==> config.mk <==
export PLATFORM = sky130hd
export DESIGN_NAME = integer_to_ascii_formatter
export DESIGN_NICKNAME = d
export VERILOG_FILES = /design/src/design/iaf_pkg.sv /design/src/design/iaf_front.sv /design/src/design/iaf_back.sv /design/src/design/integer_to_ascii_formatter.sv
export VERILOG_INCLUDE_DIRS = /design/src /design/src/design
export SDC_FILE = /design/constraint.sdc
export NUM_CORES = 1
export LEC_CHECK = 0
export ABC_AREA = 1
export BUFFER_PORTS_ARGS = -buffer_cell sky130_fd_sc_hd__clkbuf_2
export CORE_MARGIN = 5
export CORE_UTILIZATION = 55
export CTS_CLUSTER_SIZE = 16
export DETAILED_ROUTE_END_ITERATION = 12
export PLACE_DENSITY = 0.71
export SYNTH_ARGS = -nofsm -noshare
export SYNTH_HDL_FRONTEND = slang
export SYNTH_SLANG_ARGS = --single-unit
==> constraint.sdc <==
create_clock -name clock -period 7.8 [get_ports clock]
set_clock_uncertainty 0.1 [all_clocks]
set_input_delay 0.39 -clock clock [delete_from_list [all_inputs] [get_ports clock]]
set_output_delay 0.39 -clock clock [all_outputs]
set_load 0.02 [all_outputs]
==> src/design/integer_to_ascii_formatter_defines.svh <==
// Assertion macros used by the formatter back end (iaf_back).
`ifndef INTEGER_TO_ASCII_FORMATTER_DEFINES_SVH
`define INTEGER_TO_ASCII_FORMATTER_DEFINES_SVH

// Same-cycle implication.
`define IAF_ASSERT_SAME(label, clk, rst, ante, cons, msg) \
   label: assert property (@(posedge clk) disable iff (rst) (ante) |-> (cons)) \
      else $error(msg);

// Next-cycle implication.
`define IAF_ASSERT_NEXT(label, clk, rst, ante, cons, msg) \
   label: assert property (@(posedge clk) disable iff (rst) (ante) |=> (cons)) \
      else $error(msg);

`endif

==> src/design/iaf_pkg.sv <==
`default_nettype none

package iaf_pkg;

   localparam int MAX_FIELD   = 64;
   localparam int QUEUE_DEPTH = 2;
   localparam int MAG_W       = 64;
   localparam int FIELD_W     = 7;

   typedef enum logic [1:0] {
      BASE_BIN = 2'd0,
      BASE_OCT = 2'd1,
      BASE_DEC = 2'd2,
      BASE_HEX = 2'd3
   } base_type;

   typedef enum logic [1:0] {
      PAD_SPACE = 2'd0,
      PAD_ZERO  = 2'd1,
      PAD_LEFT  = 2'd2
   } pad_mode_type;

   // classified number, as queued between front and back
   typedef struct packed {
      logic [MAG_W-1:0]   magnitude;
      base_type           base;
      logic               negative;
      logic [FIELD_W-1:0] width;      // already clamped to the max field
      pad_mode_type       pad_mode;
      logic               upper_case;
   } cmd_type;

endpackage

`default_nettype wire

==> src/design/iaf_front.sv <==
`default_nettype none

module iaf_front #(
   parameter int MaxField = iaf_pkg::MAX_FIELD
) (
   input  logic                          clock,
   input  logic                          reset,
   input  logic                          req_push,
   output logic                          req_full,
   input  logic [iaf_pkg::MAG_W-1:0]     req_magnitude,
   input  logic [1:0]                    req_base_select,
   input  logic                          req_negative,
   input  logic [iaf_pkg::FIELD_W-1:0]   req_field_width,
   input  logic                          req_left_adjust,
   input  logic                          req_zero_pad,
   input  logic                          req_upper_case,
   output logic                          cmd_valid,
   output iaf_pkg::cmd_type              cmd,
   input  logic                          cmd_ready
);

   localparam int Depth  = iaf_pkg::QUEUE_DEPTH;
   localparam int PtrW   = (Depth > 1) ? $clog2(Depth) : 1;
   localparam int CountW = $clog2(Depth + 1);

   iaf_pkg::cmd_type  entry_ff [Depth];
   iaf_pkg::cmd_type  entry_in;
   logic [PtrW-1:0]   wr_ptr_ff, wr_ptr_in;
   logic [PtrW-1:0]   rd_ptr_ff, rd_ptr_in;
   logic [CountW-1:0] count_ff, count_in;
   logic              push_fire, pop_fire;

   // classify: clamp width, fold the flags into one pad mode
   always_comb begin
      entry_in.magnitude  = req_magnitude;
      entry_in.base       = iaf_pkg::base_type'(req_base_select);
      entry_in.negative   = req_negative;
      entry_in.upper_case = req_upper_case;
      if (req_field_width > iaf_pkg::FIELD_W'(MaxField)) begin
         entry_in.width = iaf_pkg::FIELD_W'(MaxField);
      end else begin
         entry_in.width = req_field_width;
      end
      priority if (req_left_adjust) begin
         entry_in.pad_mode = iaf_pkg::PAD_LEFT;
      end else if (req_zero_pad) begin
         entry_in.pad_mode = iaf_pkg::PAD_ZERO;
      end else begin
         entry_in.pad_mode = iaf_pkg::PAD_SPACE;
      end
   end

   assign req_full  = (count_ff == CountW'(Depth));
   assign cmd_valid = (count_ff != '0);
   assign cmd       = entry_ff[rd_ptr_ff];
   assign push_fire = req_push && !req_full;
   assign pop_fire  = cmd_valid && cmd_ready;

   always_comb begin
      wr_ptr_in = wr_ptr_ff;
      rd_ptr_in = rd_ptr_ff;
      count_in  = count_ff;
      if (push_fire) begin
         wr_ptr_in = (wr_ptr_ff == PtrW'(Depth - 1)) ? '0 : wr_ptr_ff + PtrW'(1);
      end
      if (pop_fire) begin
         rd_ptr_in = (rd_ptr_ff == PtrW'(Depth - 1)) ? '0 : rd_ptr_ff + PtrW'(1);
      end
      if (push_fire && !pop_fire) begin
         count_in = count_ff + CountW'(1);
      end else if (pop_fire && !push_fire) begin
         count_in = count_ff - CountW'(1);
      end
   end

   always_ff @(posedge clock) begin
      if (reset) begin
         wr_ptr_ff <= '0;
         rd_ptr_ff <= '0;
         count_ff  <= '0;
      end else begin
         wr_ptr_ff <= wr_ptr_in;
         rd_ptr_ff <= rd_ptr_in;
         count_ff  <= count_in;
      end
   end

   always_ff @(posedge clock) begin
      if (push_fire) begin
         entry_ff[wr_ptr_ff] <= entry_in;
      end
   end

endmodule

`default_nettype wire

==> src/design/iaf_back.sv <==
`default_nettype none
`include "integer_to_ascii_formatter_defines.svh"

module iaf_back #(
   parameter int MaxField = iaf_pkg::MAX_FIELD
) (
   input  logic             clock,
   input  logic             reset,
   input  logic             cmd_valid,
   input  iaf_pkg::cmd_type cmd,
   output logic             cmd_ready,
   input  logic             rsp_pop,
   output logic             rsp_empty,
   output logic [7:0]       rsp_character,
   output logic             rsp_last_char
);

   localparam int DwordW  = 80;              // 20 BCD digits
   localparam int NibbleN = DwordW / 4;
   localparam int CntW    = iaf_pkg::FIELD_W;

   localparam logic [7:0] CHAR_ZERO    = 8'h30;
   localparam logic [7:0] CHAR_UPPER_A = 8'h41;
   localparam logic [7:0] CHAR_LOWER_A = 8'h61;
   localparam logic [7:0] CHAR_MINUS   = 8'h2D;
   localparam logic [7:0] CHAR_SPACE   = 8'h20;
   localparam logic [7:0] DIGIT_TEN    = 8'd10;
   localparam logic [3:0] DEC_MAX      = 4'd9;
   localparam logic [3:0] BCD_LIMIT    = 4'd5;
   localparam logic [3:0] BCD_ADJUST   = 4'd3;

   localparam logic [CntW-1:0] DIGITS_BIN = CntW'(64);
   localparam logic [CntW-1:0] DIGITS_OCT = CntW'(22);
   localparam logic [CntW-1:0] DIGITS_DEC = CntW'(20);
   localparam logic [CntW-1:0] DIGITS_HEX = CntW'(16);

   typedef enum logic [8:0] {
      ST_IDLE  = 9'b000000001,
      ST_CONV  = 9'b000000010,
      ST_SCAN  = 9'b000000100,
      ST_TRIM  = 9'b000001000,
      ST_PRE   = 9'b000010000,
      ST_SIGN  = 9'b000100000,
      ST_ZERO  = 9'b001000000,
      ST_DIGIT = 9'b010000000,
      ST_POST  = 9'b100000000
   } state_type;

   function automatic logic [7:0] digit_char(input logic [3:0] d, input logic upper);
      logic [7:0] letter_base;
      letter_base = upper ? CHAR_UPPER_A : CHAR_LOWER_A;
      if (d <= DEC_MAX) begin
         return CHAR_ZERO + {4'b0, d};
      end
      return letter_base + {4'b0, d} - DIGIT_TEN;
   endfunction

   function automatic logic [CntW-1:0] max_digits(input iaf_pkg::base_type b);
      logic [CntW-1:0] n;
      unique case (b)
         iaf_pkg::BASE_BIN: n = DIGITS_BIN;
         iaf_pkg::BASE_OCT: n = DIGITS_OCT;
         iaf_pkg::BASE_DEC: n = DIGITS_DEC;
         iaf_pkg::BASE_HEX: n = DIGITS_HEX;
         default:           n = DIGITS_HEX;
      endcase
      return n;
   endfunction

   state_type             state_ff, state_in;
   iaf_pkg::base_type     base_ff, base_in;
   iaf_pkg::pad_mode_type mode_ff, mode_in;
   logic                  neg_ff, neg_in;
   logic                  upper_ff, upper_in;
   logic [CntW-1:0]       width_ff, width_in;
   logic [iaf_pkg::MAG_W-1:0] mag_ff, mag_in;
   logic [DwordW-1:0]     dword_ff, dword_in;
   logic [5:0]            step_ff, step_in;
   logic [CntW-1:0]       nd_ff, nd_in;
   logic [CntW-1:0]       pad_ff, pad_in;
   logic [CntW-1:0]       rem_ff, rem_in;
   logic                  out_valid_ff, out_valid_in;
   logic [7:0]            out_char_ff, out_char_in;
   logic                  out_last_ff, out_last_in;

   logic [3:0]        top_digit;
   logic [DwordW-1:0] dword_shift;
   logic [DwordW-1:0] bcd_adj;
   logic [CntW-1:0]   content;
   logic [CntW-1:0]   pad_calc;
   logic              emitting, emit_fire;
   logic [7:0]        emit_char;

   // digits sit left aligned: most significant digit at a fixed slice per base
   always_comb begin
      unique case (base_ff)
         iaf_pkg::BASE_BIN: begin
            top_digit   = {3'b0, dword_ff[63]};
            dword_shift = {dword_ff[DwordW-2:0], 1'b0};
         end
         iaf_pkg::BASE_OCT: begin
            top_digit   = {1'b0, dword_ff[65:63]};
            dword_shift = {dword_ff[DwordW-4:0], 3'b0};
         end
         iaf_pkg::BASE_DEC: begin
            top_digit   = dword_ff[79:76];
            dword_shift = {dword_ff[DwordW-5:0], 4'b0};
         end
         default: begin
            top_digit   = dword_ff[63:60];
            dword_shift = {dword_ff[DwordW-5:0], 4'b0};
         end
      endcase
   end

   // double-dabble add-3 on every BCD digit
   always_comb begin
      for (int i = 0; i < NibbleN; i++) begin
         bcd_adj[4*i +: 4] = (dword_ff[4*i +: 4] >= BCD_LIMIT) ?
                             dword_ff[4*i +: 4] + BCD_ADJUST : dword_ff[4*i +: 4];
      end
   end

   assign content  = nd_ff + CntW'(neg_ff);
   assign pad_calc = (width_ff > content) ? width_ff - content : '0;

   assign emitting  = (state_ff == ST_PRE) || (state_ff == ST_SIGN) ||
                      (state_ff == ST_ZERO) || (state_ff == ST_DIGIT) ||
                      (state_ff == ST_POST);
   assign emit_fire = emitting && (!out_valid_ff || rsp_pop);
   assign cmd_ready = (state_ff == ST_IDLE);

   always_comb begin
      unique case (state_ff)
         ST_SIGN:  emit_char = CHAR_MINUS;
         ST_ZERO:  emit_char = CHAR_ZERO;
         ST_DIGIT: emit_char = digit_char(top_digit, upper_ff);
         default:  emit_char = CHAR_SPACE;
      endcase
   end

   always_comb begin
      state_in = state_ff;
      base_in  = base_ff;
      mode_in  = mode_ff;
      neg_in   = neg_ff;
      upper_in = upper_ff;
      width_in = width_ff;
      mag_in   = mag_ff;
      dword_in = dword_ff;
      step_in  = step_ff;
      nd_in    = nd_ff;
      pad_in   = pad_ff;
      rem_in   = rem_ff;
      unique case (state_ff)
         ST_IDLE: begin
            if (cmd_valid) begin
               base_in  = cmd.base;
               mode_in  = cmd.pad_mode;
               neg_in   = cmd.negative;
               upper_in = cmd.upper_case;
               width_in = cmd.width;
               mag_in   = cmd.magnitude;
               step_in  = '0;
               if (cmd.base == iaf_pkg::BASE_DEC) begin
                  dword_in = '0;
                  state_in = ST_CONV;
               end else begin
                  dword_in = {(DwordW - iaf_pkg::MAG_W)'(0), cmd.magnitude};
                  nd_in    = max_digits(cmd.base);
                  state_in = ST_SCAN;
               end
            end
         end
         ST_CONV: begin
            dword_in = {bcd_adj[DwordW-2:0], mag_ff[iaf_pkg::MAG_W-1]};
            mag_in   = {mag_ff[iaf_pkg::MAG_W-2:0], 1'b0};
            step_in  = step_ff + 6'd1;
            if (step_ff == '1) begin
               nd_in    = DIGITS_DEC;
               state_in = ST_SCAN;
            end
         end
         ST_SCAN: begin
            if (top_digit == '0 && nd_ff > CntW'(1)) begin
               dword_in = dword_shift;
               nd_in    = nd_ff - CntW'(1);
            end else begin
               state_in = ST_TRIM;
            end
         end
         ST_TRIM: begin
            // drop leading characters, sign first, past the max field
            if (content > CntW'(MaxField)) begin
               if (neg_ff) begin
                  neg_in = 1'b0;
               end else begin
                  dword_in = dword_shift;
                  nd_in    = nd_ff - CntW'(1);
               end
            end else begin
               pad_in = pad_calc;
               rem_in = content + pad_calc;
               unique case (mode_ff)
                  iaf_pkg::PAD_LEFT: state_in = neg_ff ? ST_SIGN : ST_DIGIT;
                  iaf_pkg::PAD_ZERO: begin
                     if (neg_ff) begin
                        state_in = ST_SIGN;
                     end else begin
                        state_in = (pad_calc != '0) ? ST_ZERO : ST_DIGIT;
                     end
                  end
                  default: begin
                     if (pad_calc != '0) begin
                        state_in = ST_PRE;
                     end else begin
                        state_in = neg_ff ? ST_SIGN : ST_DIGIT;
                     end
                  end
               endcase
            end
         end
         ST_PRE: begin
            if (emit_fire) begin
               pad_in = pad_ff - CntW'(1);
               if (pad_ff == CntW'(1)) begin
                  state_in = neg_ff ? ST_SIGN : ST_DIGIT;
               end
            end
         end
         ST_SIGN: begin
            if (emit_fire) begin
               state_in = (mode_ff == iaf_pkg::PAD_ZERO && pad_ff != '0) ?
                          ST_ZERO : ST_DIGIT;
            end
         end
         ST_ZERO: begin
            if (emit_fire) begin
               pad_in = pad_ff - CntW'(1);
               if (pad_ff == CntW'(1)) begin
                  state_in = ST_DIGIT;
               end
            end
         end
         ST_DIGIT: begin
            if (emit_fire) begin
               dword_in = dword_shift;
               nd_in    = nd_ff - CntW'(1);
               if (nd_ff == CntW'(1)) begin
                  state_in = ST_POST;
               end
            end
         end
         ST_POST: begin
            if (emit_fire) begin
               pad_in = pad_ff - CntW'(1);
            end
         end
         default: state_in = ST_IDLE;
      endcase
      if (emit_fire) begin
         rem_in = rem_ff - CntW'(1);
         if (rem_ff == CntW'(1)) begin
            state_in = ST_IDLE;
         end
      end
   end

   // one-entry result register
   always_comb begin
      out_char_in = out_char_ff;
      out_last_in = out_last_ff;
      if (emit_fire) begin
         out_valid_in = 1'b1;
         out_char_in  = emit_char;
         out_last_in  = (rem_ff == CntW'(1));
      end else if (rsp_pop) begin
         out_valid_in = 1'b0;
      end else begin
         out_valid_in = out_valid_ff;
      end
   end

   assign rsp_empty     = !out_valid_ff;
   assign rsp_character = out_char_ff;
   assign rsp_last_char = out_last_ff;

   always_ff @(posedge clock) begin
      if (reset) begin
         state_ff     <= ST_IDLE;
         out_valid_ff <= 1'b0;
      end else begin
         state_ff     <= state_in;
         out_valid_ff <= out_valid_in;
      end
   end

   always_ff @(posedge clock) begin
      base_ff     <= base_in;
      mode_ff     <= mode_in;
      neg_ff      <= neg_in;
      upper_ff    <= upper_in;
      width_ff    <= width_in;
      mag_ff      <= mag_in;
      dword_ff    <= dword_in;
      step_ff     <= step_in;
      nd_ff       <= nd_in;
      pad_ff      <= pad_in;
      rem_ff      <= rem_in;
      out_char_ff <= out_char_in;
      out_last_ff <= out_last_in;
   end

   `IAF_ASSERT_SAME(a_digits_left, clock, reset,
      (state_ff == ST_SCAN || state_ff == ST_TRIM || state_ff == ST_DIGIT),
      (nd_ff != '0), "digit count ran out while digits still pending")
   `IAF_ASSERT_SAME(a_rem_range, clock, reset, emitting,
      (rem_ff != '0) && (rem_ff <= CntW'(MaxField)), "remaining count out of range")
   `IAF_ASSERT_SAME(a_rem_covers_digits, clock, reset, (state_ff == ST_DIGIT),
      (rem_ff >= nd_ff), "fewer characters left than digits")
   `IAF_ASSERT_NEXT(a_last_to_idle, clock, reset, emit_fire && (rem_ff == CntW'(1)),
      (state_ff == ST_IDLE) && out_valid_ff && out_last_ff, "last character not closed")

endmodule

`default_nettype wire

==> src/design/integer_to_ascii_formatter.sv <==
// Channel   | Ports                                 | Transfer when
// ----------+---------------------------------------+--------------------
// request   | req_push, req_full, req_<fields>      | req_push && !req_full
// response  | rsp_pop, rsp_empty, rsp_character,    | rsp_pop && !rsp_empty
//           | rsp_last_char                         |
//
// Per number: decimal first runs shift-add-3 BCD conversion of all 64 bits;
// every base then scans off leading zero digits (one digit per cycle, up to
// the base's digit count, 20 for decimal), trims and emits the characters.
// Trim drops leading characters, sign first, past the max field.
// Characters leave at one per cycle while rsp_pop stays high.
// Reset is synchronous, active high; it empties the queue and the result reg.
// A two-entry request queue lets new numbers arrive while one is formatted.
`default_nettype none

module integer_to_ascii_formatter #(
   parameter int MaxField = iaf_pkg::MAX_FIELD
) (
   input  logic                        clock,
   input  logic                        reset,
   // request side
   input  logic                        req_push,
   output logic                        req_full,
   input  logic [iaf_pkg::MAG_W-1:0]   req_magnitude,
   input  logic [1:0]                  req_base_select,
   input  logic                        req_negative,
   input  logic [iaf_pkg::FIELD_W-1:0] req_field_width,
   input  logic                        req_left_adjust,
   input  logic                        req_zero_pad,
   input  logic                        req_upper_case,
   // response side
   input  logic                        rsp_pop,
   output logic                        rsp_empty,
   output logic [7:0]                  rsp_character,
   output logic                        rsp_last_char
);

   // front -> back command transfer
   logic             cmd_valid;
   logic             cmd_ready;
   iaf_pkg::cmd_type cmd;

   // front: clamps width, resolves pad mode, queues the number
   iaf_front #(
      .MaxField(MaxField)
   ) u_front (
      .clock          (clock),
      .reset          (reset),
      .req_push       (req_push),
      .req_full       (req_full),
      .req_magnitude  (req_magnitude),
      .req_base_select(req_base_select),
      .req_negative   (req_negative),
      .req_field_width(req_field_width),
      .req_left_adjust(req_left_adjust),
      .req_zero_pad   (req_zero_pad),
      .req_upper_case (req_upper_case),
      .cmd_valid      (cmd_valid),
      .cmd            (cmd),
      .cmd_ready      (cmd_ready)
   );

   // back: digit extraction, field layout, per-character output register
   iaf_back #(
      .MaxField(MaxField)
   ) u_back (
      .clock        (clock),
      .reset        (reset),
      .cmd_valid    (cmd_valid),
      .cmd          (cmd),
      .cmd_ready    (cmd_ready),
      .rsp_pop      (rsp_pop),
      .rsp_empty    (rsp_empty),
      .rsp_character(rsp_character),
      .rsp_last_char(rsp_last_char)
   );

endmodule

`default_nettype wire
==> implementation parameters <==
Parameter                              Value

Run status
  Run status    finished clean

Place
  Routability congestion estimate    0.8882
  Number of placed instances with taps included    2,492
  HPWL after detailed placement    30,030 um
  Post-Place Setup Slack    3.655 ns
  Number of buffers added on ports    90

Global route
  Number of global-route vias before repair    14,870
  Wire length of the first global-routing pass    78,190 um
  Global routing usage summed across all routing layers    0.2501
  Antenna violations before repair    0
  Maximum number of pins on one net before global-route repair    roughly 110
  Global route total overflow    0

Setup path
  Required time of the critical path    8.01 ns
  Worst-path maximum fanout    6
  Crit path launch    u_back.neg_ff
  Critical path launch point type    register
  Data arrival at the endpoint of the critical path    4.40 ns
  Maximum single-stage delay on the critical path    between 0.4 and 0.5 ns
  Worst reg-to-reg path cell count    28
  Critical-path top delay cell    sky130_fd_sc_hd__edfxtp_1
  Crit end category    register
  Reg-to-reg startpoint    u_back.neg_ff
  Worst path most repeated cell    sky130_fd_sc_hd__nand2_1
  Kind of critical path    register to register

Detailed routing
  Drt first pass iters    6
  Final routed wire length divided by cell count    approximately 18 um
  Via count normalized by instance count    5.829
  First DRT Iteration DRCs    approximately 1,500
  Total number of vias    between 15,000 and 20,000
  DRT antenna net count    0
  Drt total wl    48,560 um
  Number of remaining DRC errors    0

Power
  Leakage power figure    between 0.009 and 0.01 uW
  Worst IR drop on VDD    0.4695 mV
  Power density relative to cell area    432.9 nW/um^2

Synthesis
  Simple logic cell fraction of the synthesized area    0.1763
  Parity-gate share of the synthesized area counting xor and xnor cells    0.01052
  Adder-cell share of the synthesized area    0.04328
  Share of synthesized area occupied by flip-flops and latches    0.5585
  Async set-reset flop share out of synthesis    0
  Number of register bits inferred by synthesis    361
  Fraction of post-synthesis cell area in the top cell type by area    0.5429
  Number of enable-type register cells in the synthesized netlist    ~350
  Mapped Cells    between 2,000 and 2,500
  Largest cells by area after synthesis    sky130_fd_sc_hd__edfxtp_1 54%, sky130_fd_sc_hd__nand2_1 9.5%, sky130_fd_sc_hd__inv_1 4.2%
  Combinational family with the most area after synthesis    simple AND/OR/NAND/NOR gates
  Compound-cell area share of the yosys netlist    0.1453
  Synth unique cells    59
  Mux share of post-synthesis cell area    0.004249
  Synth warnings    0
  Flip-flop cell with the highest count after synthesis    sky130_fd_sc_hd__edfxtp_1
  Nets in the synthesized netlist    2,155
  Biggest area consumer among synthesized cells    sky130_fd_sc_hd__edfxtp_1
  Mean cell area of the mapped netlist    9.527 sq um
  Syn Std Cell Area    19,140 sq um

Timing
  Setup tns final    0 ns
  Final worst-path setup slack    approximately 3.6 ns
  Worst-margin pin slew    1.188 ns
  RSZ-0062 raised after global routing    false
  Number of pins exceeding their max-slew limit in the final report    0
  Highest clock rate    0.2387 GHz
  Final setup viols    0
  Post-route clock period utilization    0.5371
  Final period demand of the worst path    4.189 ns
  Normalized max-slew margin    0.2078
  Hold violation count in the final report    0

Clock network
  Clock H-tree levels    2
  Cts bufs inserted    39
  Clock tree from TritonCTS    built
  Clock sink count    361
  Source-to-sink clock delay at the later pin of the worst-skew pair    0.56 ns
  Cell at the root of the clock tree    sky130_fd_sc_hd__clkbuf_16
  Post-CTS Repair Setup Buffers    0
  Largest buffer count on any clock path    3
  Reg clk slew, reported paths    roughly 0.060 ns

Finish
  Fin nets    2,294
  Share of layout cells above drive strength 1    0.1020
  Area growth from synthesis to final layout    14.39%
  Post-route non-filler standard cell count    2,632
  Commonest non-fill, non-tap cell in the layout    sky130_fd_sc_hd__nand2_1
  Ant. Diodes    0
  Leading cell types in the layout, fill and taps excluded    482 x sky130_fd_sc_hd__nand2_1, 346 x sky130_fd_sc_hd__edfxtp_1, 214 x sky130_fd_sc_hd__inv_1, 168 x sky130_fd_sc_hd__nor2_1, 111 x sky130_fd_sc_hd__o21ai_0

Min path
  Startpoint of the lowest-slack hold path    req_field_width[6]
  Hold path depth    1
  Hold/Removal Path Class    input port to register

Die
  Width of the die    196.5 um
  Initial core utilization    0.5554
  Area of the die    38,630 sq um
  Core Box Area    34,460 sq um
  Floorplan row count    68
  Vert. Die Dim    196.5 um
  Number of primary I/O pins    92

Job
  Max-Cap Viols    0
[final timing paths]
check | slack [ns] | to
setup reg to reg | 3.61 | u_back.rem_ff[6]
setup / recovery | 3.61 | u_back.rem_ff[6]
hold / removal | 0.04 | u_front.entry_ff[1][9]
hold reg to reg | 0.36 | register
[worst max-delay path: cells and delay by family (launching register included)]
family | cells | cell delay (ns)
adders and majority gates | 4 | 1.26
buffers and inverters | 4 | 0.30
and+or+nand+nor | 19 | 1.65
AOI/OAI and AO/OA | 1 | 0.16
DFF | 1 | 0.47
[kinds of logic (layout without fill, tap and decap cells)]
group | after synthesis | in the layout
AO/OA/AOI/OAI | 440 | 440
XOR/XNOR | 23 | 23
adder cells (fa/ha/maj) | 65 | 65
buffers and inverters | 307 | 475
flip-flops | 361 | 361
multiplexers | 8 | 8
other | 1 | 1
AND/OR/NAND/NOR | 804 | 804
[Yosys cell counts, types with 10 or more instances]
master / instances
sky130_fd_sc_hd__nand2_1: 482
sky130_fd_sc_hd__nor3_1: 14
sky130_fd_sc_hd__o211ai_1: 45
sky130_fd_sc_hd__edfxtp_1: 346
sky130_fd_sc_hd__o2111ai_1: 31
sky130_fd_sc_hd__o21ai_0: 111
sky130_fd_sc_hd__nor2_1: 171
sky130_fd_sc_hd__o31ai_1: 10
sky130_fd_sc_hd__dfxtp_1: 15
sky130_fd_sc_hd__a31oi_1: 60
sky130_fd_sc_hd__clkbuf_1: 66
sky130_fd_sc_hd__nand3_1: 79
sky130_fd_sc_hd__nand4_1: 11
sky130_fd_sc_hd__a21oi_1: 82
sky130_fd_sc_hd__inv_2: 11
sky130_fd_sc_hd__inv_1: 215
sky130_fd_sc_hd__a22oi_1: 13
sky130_fd_sc_hd__o22ai_1: 42
sky130_fd_sc_hd__xor2_1: 16
sky130_fd_sc_hd__o311ai_0: 10
sky130_fd_sc_hd__ha_1: 63
[registers in the layout, summed over array words and instances, names as in the netlist, 2 cells and up, named ones only]
register and count:
u_back.base_ff 2, u_front.count_ff 2, u_back.pad_ff 7, u_back.state_ff 9
u_back.nd_ff 7, u_back.width_ff 7, u_back.mode_ff 2, u_back.mag_ff 64
u_back.rem_ff 7, u_front.entry_ff 154, u_back.dword_ff 80, u_back.rsp_character 7
u_back.step_ff 6
[cell type report]
class | instances | area, sq um
Clock buffer | 52 | 1077
Inverter | 228 | 857.1
Clock inverter | 18 | 113.9
Fill cell | 2753 | 12560
Timing Repair Buffer | 177 | 1279
Multi-Input combinational cell | 1341 | 7306
Sequential cell | 361 | 10690
Tap cell | 455 | 569.3
[where the power goes]
| part | internal, uW | switching [uW] | total, uW |
|---|---|---|---|
| clock network | 1000 | 757 | 1760 |
| registers | 3170 | 460 | 3630 |
| logic | 1260 | 2830 | 4090 |
[stage by stage]
stage / util / hold slack (ns) / power (uW) / cell area, sq um
2_1_floorplan: - / 0.3255 / 6540 / 19140
3_3_place_gp: 0.5805 / 0.3361 / 7525 / 20000
3_5_place_dp: 0.5805 / 0.3519 / 7652 / 20000
4_1_cts: 0.6354 / 0.01275 / 9451 / 21890
5_1_grt: 0.6354 / 0.04060 / 10190 / 21890
6_report: 0.6354 / 0.03532 / 9478 / 21890
[routing by layer]
layer / share of wire / GRT usage
met2: 0.47 / 0.3990
met3: 0.077 / 0.04034
met5: 0 / 0
met4: 0.020 / 0.07499
met1: 0.44 / 0.3573
[what timing repair did]
action	in CTS	in global routing
gates resized for setup	0	0
hold endpoints to repair	139	0
hold buffers	70	0
(Power assumes the default switching activity.)
